--- config.mk ---
export PLATFORM = sky130hd
export DESIGN_NAME = sorted_value_table_core
export DESIGN_NICKNAME = d
export VERILOG_FILES = /design/src/rtl/svt_pkg.sv /design/src/rtl/svt_ram.sv /design/src/rtl/svt_ctrl.sv /design/src/rtl/svt_datapath.sv /design/src/rtl/sorted_value_table_core.sv
export SDC_FILE = /design/constraint.sdc
export NUM_CORES = 2
export LEC_CHECK = 0
export BUFFER_PORTS_ARGS = -buffer_cell sky130_fd_sc_hd__buf_4
export CAP_MARGIN = 20
export CORE_UTILIZATION = 45
export CTS_CLUSTER_SIZE = 40
export DETAILED_ROUTE_END_ITERATION = 8
export GPL_ROUTABILITY_DRIVEN = 0
export GPL_TIMING_DRIVEN = 0
export PLACE_DENSITY_LB_ADDON = 0.15
export SLEW_MARGIN = 20
export SYNTH_ARGS = -nofsm -noshare
export SYNTH_HDL_FRONTEND = slang
export SYNTH_SLANG_ARGS = --single-unit
--- constraint.sdc ---
create_clock -name clk_i -period 9.5 [get_ports clk_i]
set_input_delay 0.475 -clock clk_i [delete_from_list [all_inputs] [get_ports clk_i]]
set_output_delay 0.475 -clock clk_i [all_outputs]
set_load 0.01 [all_outputs]
--- src/rtl/svt_pkg.sv ---
// Shared types and constants for the sorted value table.
// Used by svt_ctrl, svt_datapath and sorted_value_table_core; no dependencies.
`timescale 1ns / 1ps
`default_nettype none

package svt_pkg;

  localparam int unsigned TableDepthDef = 64;
  localparam int unsigned ValueW        = 32;
  localparam int unsigned CountOutW     = 7;
  localparam int unsigned CmdW          = 2;

  typedef enum logic [CmdW-1:0] {
    CMD_INSERT  = 2'd0,
    CMD_DEL_EQ  = 2'd1,
    CMD_DEL_MAX = 2'd2,
    CMD_CLEAR   = 2'd3
  } cmd_e;

  typedef enum logic [2:0] {
    ST_IDLE,
    ST_INS_SCAN,
    ST_INS_PLACE,
    ST_DEL_SCAN,
    ST_FINISH
  } state_e;

  // controller -> datapath
  typedef struct packed {
    logic accept;
    logic ins_scan;
    logic ins_place;
    logic del_scan;
    logic del_done;
    logic load_out;
  } ctl_t;

  // datapath -> controller
  typedef struct packed {
    logic count_zero;
    logic full;
    logic scan_done;
    logic out_free;
  } sts_t;

endpackage

`default_nettype wire

--- src/rtl/svt_ram.sv ---
// Generic single write port, single read port RAM with registered read data.
// No dependencies.
`timescale 1ns / 1ps
`default_nettype none

module svt_ram #(
  parameter int unsigned Width = 32,
  parameter int unsigned Depth = 64
) (
  input  wire logic                     clk_i,
  input  wire logic                     we_i,
  input  wire logic [$clog2(Depth)-1:0] waddr_i,
  input  wire logic [Width-1:0]         wdata_i,
  input  wire logic                     re_i,
  input  wire logic [$clog2(Depth)-1:0] raddr_i,
  output logic      [Width-1:0]         rdata_o
);

  logic [Width-1:0] mem_q [Depth];
  logic [Width-1:0] rdata_q;

  always_ff @(posedge clk_i) begin
    if (we_i) begin
      mem_q[waddr_i] <= wdata_i;
    end
    if (re_i) begin
      rdata_q <= mem_q[raddr_i];
    end
  end

  assign rdata_o = rdata_q;

endmodule

`default_nettype wire

--- src/rtl/svt_ctrl.sv ---
// Command sequencer for the sorted value table.
// Depends on svt_pkg; drives svt_datapath through ctl_t and reads sts_t.
`timescale 1ns / 1ps
`default_nettype none

module svt_ctrl (
  input  wire logic          clk_i,
  input  wire logic          rst_ni,
  input  wire logic          in_valid_i,
  input  wire logic [1:0]    in_cmd_i,
  output logic               in_ready_o,
  input  wire svt_pkg::sts_t sts_i,
  output svt_pkg::ctl_t      ctl_o
);

  svt_pkg::state_e state_q, state_d;
  svt_pkg::cmd_e   cmd;
  logic            accept;

  assign cmd    = svt_pkg::cmd_e'(in_cmd_i);
  assign accept = in_valid_i && (state_q == svt_pkg::ST_IDLE);

  always_ff @(posedge clk_i or negedge rst_ni) begin
    if (!rst_ni) begin
      state_q <= svt_pkg::ST_IDLE;
    end else begin
      state_q <= state_d;
    end
  end

  always_comb begin
    state_d = state_q;
    unique case (state_q)
      svt_pkg::ST_IDLE: begin
        if (accept) begin
          unique case (cmd)
            svt_pkg::CMD_INSERT: begin
              if (sts_i.full)            state_d = svt_pkg::ST_FINISH;
              else if (sts_i.count_zero) state_d = svt_pkg::ST_INS_PLACE;
              else                       state_d = svt_pkg::ST_INS_SCAN;
            end
            svt_pkg::CMD_DEL_EQ, svt_pkg::CMD_DEL_MAX: begin
              if (sts_i.count_zero) state_d = svt_pkg::ST_FINISH;
              else                  state_d = svt_pkg::ST_DEL_SCAN;
            end
            svt_pkg::CMD_CLEAR: state_d = svt_pkg::ST_FINISH;
            default: state_d = svt_pkg::ST_FINISH;
          endcase
        end
      end
      svt_pkg::ST_INS_SCAN: begin
        if (sts_i.scan_done) state_d = svt_pkg::ST_INS_PLACE;
      end
      svt_pkg::ST_INS_PLACE: state_d = svt_pkg::ST_FINISH;
      svt_pkg::ST_DEL_SCAN: begin
        if (sts_i.scan_done) state_d = svt_pkg::ST_FINISH;
      end
      svt_pkg::ST_FINISH: begin
        if (sts_i.out_free) state_d = svt_pkg::ST_IDLE;
      end
      default: state_d = svt_pkg::ST_IDLE;
    endcase
  end

  always_comb begin
    in_ready_o      = (state_q == svt_pkg::ST_IDLE);
    ctl_o           = '0;
    ctl_o.accept    = accept;
    ctl_o.ins_scan  = (state_q == svt_pkg::ST_INS_SCAN);
    ctl_o.ins_place = (state_q == svt_pkg::ST_INS_PLACE);
    ctl_o.del_scan  = (state_q == svt_pkg::ST_DEL_SCAN);
    ctl_o.del_done  = (state_q == svt_pkg::ST_DEL_SCAN) && sts_i.scan_done;
    ctl_o.load_out  = (state_q == svt_pkg::ST_FINISH) && sts_i.out_free;
  end

endmodule

`default_nettype wire

--- src/rtl/svt_datapath.sv ---
// Datapath of the sorted value table: entry RAM, scan pointers, bounds and result register.
// Depends on svt_pkg and svt_ram; steered by svt_ctrl through ctl_t.
`timescale 1ns / 1ps
`default_nettype none

module svt_datapath #(
  parameter int unsigned TableDepth = svt_pkg::TableDepthDef
) (
  input  wire logic                            clk_i,
  input  wire logic                            rst_ni,
  input  wire svt_pkg::ctl_t                   ctl_i,
  output svt_pkg::sts_t                        sts_o,
  input  wire logic [1:0]                      in_cmd_i,
  input  wire logic signed [svt_pkg::ValueW-1:0] in_value_i,
  output logic                                 out_valid_o,
  input  wire logic                            out_ready_i,
  output logic [svt_pkg::CountOutW-1:0]        out_entry_count_o,
  output logic [svt_pkg::CountOutW-1:0]        out_removed_count_o,
  output logic                                 out_insert_dropped_o,
  output logic                                 out_is_empty_o,
  output logic signed [svt_pkg::ValueW-1:0]    out_smallest_o,
  output logic signed [svt_pkg::ValueW-1:0]    out_largest_o
);

  localparam int unsigned AW = (TableDepth > 1) ? $clog2(TableDepth) : 1;
  localparam int unsigned CW = $clog2(TableDepth + 1);
  localparam int unsigned VW = svt_pkg::ValueW;

  svt_pkg::cmd_e cmd;

  logic [CW-1:0]        count_q, wr_q, removed_q;
  logic                 issue_q, pend_q, out_valid_q, dropped_q;
  logic [AW-1:0]        ridx_q, pidx_q, place_q;
  logic signed [VW-1:0] val_q, lo_q, hi_q;

  logic [CW-1:0]        res_count_q, res_removed_q;
  logic                 res_dropped_q, res_empty_q;
  logic signed [VW-1:0] res_lo_q, res_hi_q;

  logic signed [VW-1:0] rdata;
  logic                 scanning, last_issue, ins_hit, ins_found, del_keep;
  logic                 we, re;
  logic [AW-1:0]        waddr;
  logic [VW-1:0]        wdata;

  assign cmd        = svt_pkg::cmd_e'(in_cmd_i);
  assign scanning   = ctl_i.ins_scan || ctl_i.del_scan;
  assign last_issue = ctl_i.ins_scan ? (ridx_q == '0) : (ridx_q == AW'(count_q - 1'b1));
  assign ins_hit    = ctl_i.ins_scan && pend_q && (rdata >= val_q);
  assign ins_found  = ctl_i.ins_scan && pend_q && (rdata < val_q);
  assign del_keep   = ctl_i.del_scan && pend_q && (rdata != val_q);

  assign re = scanning && issue_q && !ins_found;

  always_comb begin
    we    = 1'b0;
    waddr = pidx_q;
    wdata = rdata;
    priority if (ctl_i.ins_place) begin
      we    = 1'b1;
      waddr = place_q;
      wdata = val_q;
    end else if (ins_hit) begin
      we    = 1'b1;
      waddr = AW'(pidx_q + 1'b1);
    end else if (del_keep) begin
      we    = 1'b1;
      waddr = AW'(wr_q);
    end
  end

  svt_ram #(
    .Width(VW),
    .Depth(TableDepth)
  ) u_ram (
    .clk_i   (clk_i),
    .we_i    (we),
    .waddr_i (waddr),
    .wdata_i (wdata),
    .re_i    (re),
    .raddr_i (ridx_q),
    .rdata_o (rdata)
  );

  always_ff @(posedge clk_i or negedge rst_ni) begin
    if (!rst_ni) begin
      count_q     <= '0;
      issue_q     <= 1'b0;
      pend_q      <= 1'b0;
      out_valid_q <= 1'b0;
    end else begin
      if (ctl_i.accept) begin
        issue_q <= 1'b1;
        pend_q  <= 1'b0;
        if (cmd == svt_pkg::CMD_CLEAR) count_q <= '0;
      end else if (scanning) begin
        if (ins_found) begin
          issue_q <= 1'b0;
          pend_q  <= 1'b0;
        end else begin
          pend_q <= issue_q;
          if (issue_q && last_issue) issue_q <= 1'b0;
        end
      end
      if (ctl_i.ins_place) count_q <= count_q + 1'b1;
      if (ctl_i.del_done)  count_q <= wr_q;
      if (ctl_i.load_out)  out_valid_q <= 1'b1;
      else if (out_ready_i) out_valid_q <= 1'b0;
    end
  end

  always_ff @(posedge clk_i) begin
    if (ctl_i.accept) begin
      ridx_q    <= (cmd == svt_pkg::CMD_INSERT) ? AW'(count_q - 1'b1) : '0;
      wr_q      <= '0;
      place_q   <= '0;
      val_q     <= (cmd == svt_pkg::CMD_DEL_MAX) ? hi_q : in_value_i;
      removed_q <= (cmd == svt_pkg::CMD_CLEAR) ? count_q : '0;
      dropped_q <= (cmd == svt_pkg::CMD_INSERT) && (count_q >= CW'(TableDepth));
    end else if (scanning) begin
      if (ins_found) begin
        place_q <= AW'(pidx_q + 1'b1);
      end else if (issue_q) begin
        pidx_q <= ridx_q;
        if (!last_issue) ridx_q <= ctl_i.ins_scan ? ridx_q - 1'b1 : ridx_q + 1'b1;
      end
      if (del_keep) begin
        wr_q <= wr_q + 1'b1;
        hi_q <= rdata;
        if (wr_q == '0) lo_q <= rdata;
      end
    end
    if (ctl_i.ins_place) begin
      if (count_q == '0 || val_q < lo_q) lo_q <= val_q;
      if (count_q == '0 || val_q > hi_q) hi_q <= val_q;
    end
    if (ctl_i.del_done) removed_q <= count_q - wr_q;
    if (ctl_i.load_out) begin
      res_count_q   <= count_q;
      res_removed_q <= removed_q;
      res_dropped_q <= dropped_q;
      res_empty_q   <= (count_q == '0);
      res_lo_q      <= (count_q == '0) ? '0 : lo_q;
      res_hi_q      <= (count_q == '0) ? '0 : hi_q;
    end
  end

  assign sts_o.count_zero = (count_q == '0);
  assign sts_o.full       = (count_q >= CW'(TableDepth));
  assign sts_o.scan_done  = !issue_q && !pend_q;
  assign sts_o.out_free   = !out_valid_q || out_ready_i;

  assign out_valid_o          = out_valid_q;
  assign out_entry_count_o    = svt_pkg::CountOutW'(res_count_q);
  assign out_removed_count_o  = svt_pkg::CountOutW'(res_removed_q);
  assign out_insert_dropped_o = res_dropped_q;
  assign out_is_empty_o       = res_empty_q;
  assign out_smallest_o       = res_lo_q;
  assign out_largest_o        = res_hi_q;

  a_count_bound : assert property (@(posedge clk_i) disable iff (!rst_ni)
    count_q <= CW'(TableDepth))
    else $error("entry count above table depth");

  a_compact_ptr : assert property (@(posedge clk_i) disable iff (!rst_ni)
    ctl_i.del_scan |-> wr_q <= count_q)
    else $error("compaction write pointer past entry count");

  a_shift_addr : assert property (@(posedge clk_i) disable iff (!rst_ni)
    ins_hit |-> ({1'b0, pidx_q} < (AW + 1)'(count_q)))
    else $error("insert shift beyond stored entries");

  a_bounds_order : assert property (@(posedge clk_i) disable iff (!rst_ni)
    (count_q != '0 && !scanning && !ctl_i.accept) |-> (lo_q <= hi_q))
    else $error("smallest above largest");

endmodule

`default_nettype wire

--- src/rtl/sorted_value_table_core.sv ---
// Sorted value table: a bounded table of signed values kept in ascending order.
// Requests on the in channel carry a command (insert, delete equal, delete largest,
// clear) and a value; each request yields one response on the out channel with
// the entry count, removed count, dropped-insert flag, empty flag and bounds.
// Both channels are valid/ready; a request is taken only while the sequencer idles.
// Clear, a full-table insert and a delete on an empty table go straight to the finishing
// step; an insert into an empty table places the value without a scan; other inserts
// scan down from the largest entry until an entry smaller than the value ends the scan
// or the bottom is reached, and delete equal and delete largest scan every stored entry.
// The entry RAM has a single read port and is scanned one entry a cycle.
// The next request can be taken in the cycle after a response is loaded.
// The response sits in an output register: the next request is taken while it
// waits, and a finished request holds in its last step until the receiver takes
// the previous response. Reset empties the table at once; entry contents need no
// clearing as only entries below the count are ever read.
// Depends on svt_pkg, svt_ctrl, svt_datapath and svt_ram.
`timescale 1ns / 1ps
`default_nettype none

module sorted_value_table_core #(
  parameter int unsigned TableDepth = svt_pkg::TableDepthDef
) (
  input  wire logic                               clk_i,
  input  wire logic                               rst_ni,
  input  wire logic                               in_valid_i,
  output logic                                    in_ready_o,
  input  wire logic [1:0]                         in_cmd_i,
  input  wire logic signed [svt_pkg::ValueW-1:0]  in_value_i,
  output logic                                    out_valid_o,
  input  wire logic                               out_ready_i,
  output logic [svt_pkg::CountOutW-1:0]           out_entry_count_o,
  output logic [svt_pkg::CountOutW-1:0]           out_removed_count_o,
  output logic                                    out_insert_dropped_o,
  output logic                                    out_is_empty_o,
  output logic signed [svt_pkg::ValueW-1:0]       out_smallest_o,
  output logic signed [svt_pkg::ValueW-1:0]       out_largest_o
);

  svt_pkg::ctl_t ctl;
  svt_pkg::sts_t sts;

  svt_ctrl u_ctrl (
    .clk_i      (clk_i),
    .rst_ni     (rst_ni),
    .in_valid_i (in_valid_i),
    .in_cmd_i   (in_cmd_i),
    .in_ready_o (in_ready_o),
    .sts_i      (sts),
    .ctl_o      (ctl)
  );

  svt_datapath #(
    .TableDepth(TableDepth)
  ) u_datapath (
    .clk_i                (clk_i),
    .rst_ni               (rst_ni),
    .ctl_i                (ctl),
    .sts_o                (sts),
    .in_cmd_i             (in_cmd_i),
    .in_value_i           (in_value_i),
    .out_valid_o          (out_valid_o),
    .out_ready_i          (out_ready_i),
    .out_entry_count_o    (out_entry_count_o),
    .out_removed_count_o  (out_removed_count_o),
    .out_insert_dropped_o (out_insert_dropped_o),
    .out_is_empty_o       (out_is_empty_o),
    .out_smallest_o       (out_smallest_o),
    .out_largest_o        (out_largest_o)
  );

endmodule

`default_nettype wire

==> impl_results.md <==
* Outcome: finished, final reports clean
* Post-layout util at 53.98%
* Comb pwr share at 37.1%
* Die height at 452.6 um
* FF-to-FF Start: u_datapath.u_ram.rdata_o[26]
* Leakage at 36.02 nW
* Total GRT Usage at 26.20%
* Final period util at 70.79%
* Maxcap violations at 0
* Yosys warns at 0
* # clock sinks at 2302
* RSZ-0062 raised after global routing: no
* Ports at 120
* Initial antenna violation count at 14
* Root buffer cell: clkbuf_16
* Crit. End Element: flip-flop
* # port buffers at 119
* Grt ovf at 0
* Remaining routing DRC violations at 0
* DRT iter0 DRCs at 5979
* Yosys reg bits at 2302
* Yosys top cell area share at 72.69%
* Hold Path Class: primary input to flip-flop
* Core ar. at 201900 um2
* Layout area overhead at 19.28%
* Vias/cell at 5.983
* Cell Rows at 165
* Initial cell density of the core at 45.26%
* Clock share of power at 24.5%
* Peak VDD IR at 0.2336 mV
* Vias in the first global route at 47668
* Setup_tns at 0 ns
* Post-Place Cell Area at 101100 um2
* Clock-pin slew on the worst setup and hold paths at 0.06 ns
* # nets final at 5222
* TritonRoute pass-1 iters at 6
* HPWL after DPL at 191900 um
* Max stage delay on crit path at 0.91 ns
* Synth Cell Area at 91380 um2
* Synth top area cells: edfxtp_1 73%, mux4_2 15%, mux2i_1 2.4%, dfxtp_1 1.7%, ha_1 1.6%
* Worst path slowest cell: nor3_2
* Die ar. at 204900 um2
* Post-CTS Hold Buffers at 36
* Crit path max-delay family: simple AND/OR/NAND/NOR gates
* Remaining antenna violation count after routing at 0
* Layout cells sized above 1 at 30.09%
* Worst EP required at 10.06 ns
* Post-CTS Resized at 0
* CP Class: flip-flop to flip-flop
* Design Area, Final at 109000 um2
* Main synth FF type: edfxtp_1
* Tightest Pin Transition at 1.263 ns
* Vias at 47525
* Worst hold start: in_cmd_i[1]
* Post-synth EDFFs at 2212
* Commonest non-fill, non-tap cell in the layout: edfxtp_1
* Max Buffers Root-to-Sink at 3
* Most frequent cells in the layout: 2212 x edfxtp_1, 602 x mux4_2, 258 x buf_4, 238 x clkbuf_16, 220 x mux2i_1
* FMAX at 148.7 MHz
* H-tree Lvls at 4
* Startpoint types: flip-flop
* Sequential Power Share at 38.4%
* Clock Latency Late Sink at 0.88 ns
* Seq/Total Area, Yosys at 74.73%
* Launch point of the worst path: u_datapath.u_ram.rdata_o[26]
* Switch Pwr at 12.95 mW
* Post-CTS Setup Repair Bufs at 0
* CP max FO at 10
* Syn_nets at 4516
* First-pass GRT wire length at 371800 um
* Worst slew margin at 15.78%
* Critical path buffers and inverters at 6
* Pwr dens at 339.4 nW/um2
* Minimum clock period at 6.725 ns
* Final Skew at 0.02985 ns
* Critical Path AT at 7.29 ns
* Syn avg cell area at 20.95 um2
* Distinct cell type count after synthesis at 65
* Final Hold Fails at 0
* Cell-internal power at 24.04 mW
* CTS tree: yes
* Die X at 452.6 um
* Area leader, netlist: edfxtp_1
* Final Max Tran Viols at 0
* Post-Synthesis Cells at 4362
* Post-detailed-routing wire length at 266300 um
* Sw Share at 35.01%
* CTS buffer count at 233
* Largest net degree at the start of global routing at 43
* Pwr Total at 36.99 mW
* Crit path top cell by count: buf_4
* Drt wl/cell at 33.52 um
* Endpoints failing setup at 0
* Post-synth ARST share at 0.5647%
* CP cell instances: ha_1 -> nand4_1 -> nor4_2 -> nand3_1 -> and3_1 -> buf_6 -> clkinv_2 -> a211oi_1 -> a211oi_1 -> nand3_1 -> nor3_2 -> buf_4 -> buf_4 -> buf_4 -> buf_4
synthesized netlist by cell type, types with 6 or more instances:
cell / number
o22ai_1: 21
o21ai_0: 71
edfxtp_1: 2212
o21a_1: 7
nor3_1: 41
nand3_1: 36
mux4_2: 602
or3_1: 7
buf_2: 45
xor2_1: 12
a221oi_1: 7
a22oi_1: 17
a21o_1: 27
clkbuf_1: 119
a211oi_1: 9
nand2b_1: 9
inv_1: 123
buf_1: 52
mux2i_1: 220
a31oi_1: 7
and3_1: 6
nand4_1: 20
dfrtp_1: 13
mux2_2: 33
nand2_1: 96
o221ai_1: 28
ha_1: 114
a311oi_1: 6
dfxtp_1: 77
nor2b_1: 13
xnor2_1: 18
a21oi_1: 57
nor2_1: 165
o211ai_1: 10
per-stage QoR:
stage | hold slack, ns | setup slack [ns] | std cells
after floorplan | 0.1794 | 4.054 | 4362
after global placement | 0.3403 | -2.034 | 7153
after detailed placement | 0.3429 | 3.018 | 7467
after CTS | 0.2177 | 2.985 | 7934
after global routing | 0.2752 | 2.638 | 7938
final | 0.2817 | 2.775 | 7944
cells by family after synthesis:
kind of cell	synth area share (%)
and+or+nand+nor	2.124
xor gates and xnor gates	0.2875
buffers and inverters	1.476
DFF	74.73
adders and majority gates	1.605
muxes	17.65
AOI/OAI and AO/OA	2.120
state kept, by name, summed over array words and instances, names as in the netlist, 3 cells and up:
signal,flops
u_datapath.u_ram.mem_q,2048
u_datapath.hi_q,32
u_datapath.lo_q,32
u_datapath.out_largest_o,32
u_datapath.out_smallest_o,32
u_datapath.u_ram.rdata_o,32
u_datapath.val_q,32
u_datapath.count_q,7
u_datapath.out_entry_count_o,7
u_datapath.out_removed_count_o,7
u_datapath.removed_q,7
u_datapath.wr_q,7
u_datapath.pidx_q,6
u_datapath.place_q,6
u_datapath.ridx_q,6
u_ctrl.state_q,3
final timing paths:
check	to	slack (ns)	depth (start not counted)
setup / recovery	u_datapath.u_ram.mem_q[19][16]	2.77	15
hold / removal	u_ctrl.state_q[1]	0.28	7
setup reg to reg	u_datapath.u_ram.mem_q[19][16]	2.77	15
hold reg to reg	u_datapath.out_removed_count_o[1]	0.42	0
max in group asynchronous	u_datapath.count_q[3]	8.32	3
min in group asynchronous	u_ctrl.state_q[1]	0.74	3
power groups by stage:
stage	logic, mW	registers (mW)	clock network [mW]
after global placement	11.9	15.3	0
final	13.7	14.2	9.06
after detailed placement	13.7	14.4	0
after CTS	13.7	14.2	9.18
after global routing	14.4	14.3	9.54
after floorplan	7.15	14.6	0
worst reg2reg max path, stage by stage, from the launching register on:
cell and delay (ns):
edfxtp_1 0.58, ha_1 0.39, nand4_1 0.20, nor4_2 0.61, nand3_1 0.38, and3_1 0.33, buf_6 0.15, clkinv_2 0.08
a211oi_1 0.13, a211oi_1 0.79, nand3_1 0.87, nor3_2 0.92, buf_4 0.34, buf_4 0.23, buf_4 0.21, buf_4 0.21
final cells by class:
| type | instances | area [um2] |
|---|---|---|
| diodes | 8 | 20.02 |
| plain buffers | 217 | 922.1 |
| clock buffers | 294 | 6216 |
| clock inverters | 137 | 1260 |
| fillers | 15492 | 92910 |
| inverters | 125 | 470.5 |
| multi-input cells | 1718 | 22540 |
| flip-flops and latches | 2302 | 68290 |
| well taps | 2672 | 3343 |
| repair buffers | 471 | 5933 |
per-layer routing:
| metal | up-vias | wire, um | track usage [%] |
|---|---|---|---|
| li1 | 19578 | - | - |
| met1 | 25480 | 112000 | 37.18 |
| met2 | 2032 | 124400 | 41.02 |
| met3 | 419 | 20660 | 4.856 |
| met4 | 16 | 9092 | 8.697 |
| met5 | - | 116 | 0 |
(Power assumes the default switching activity.)
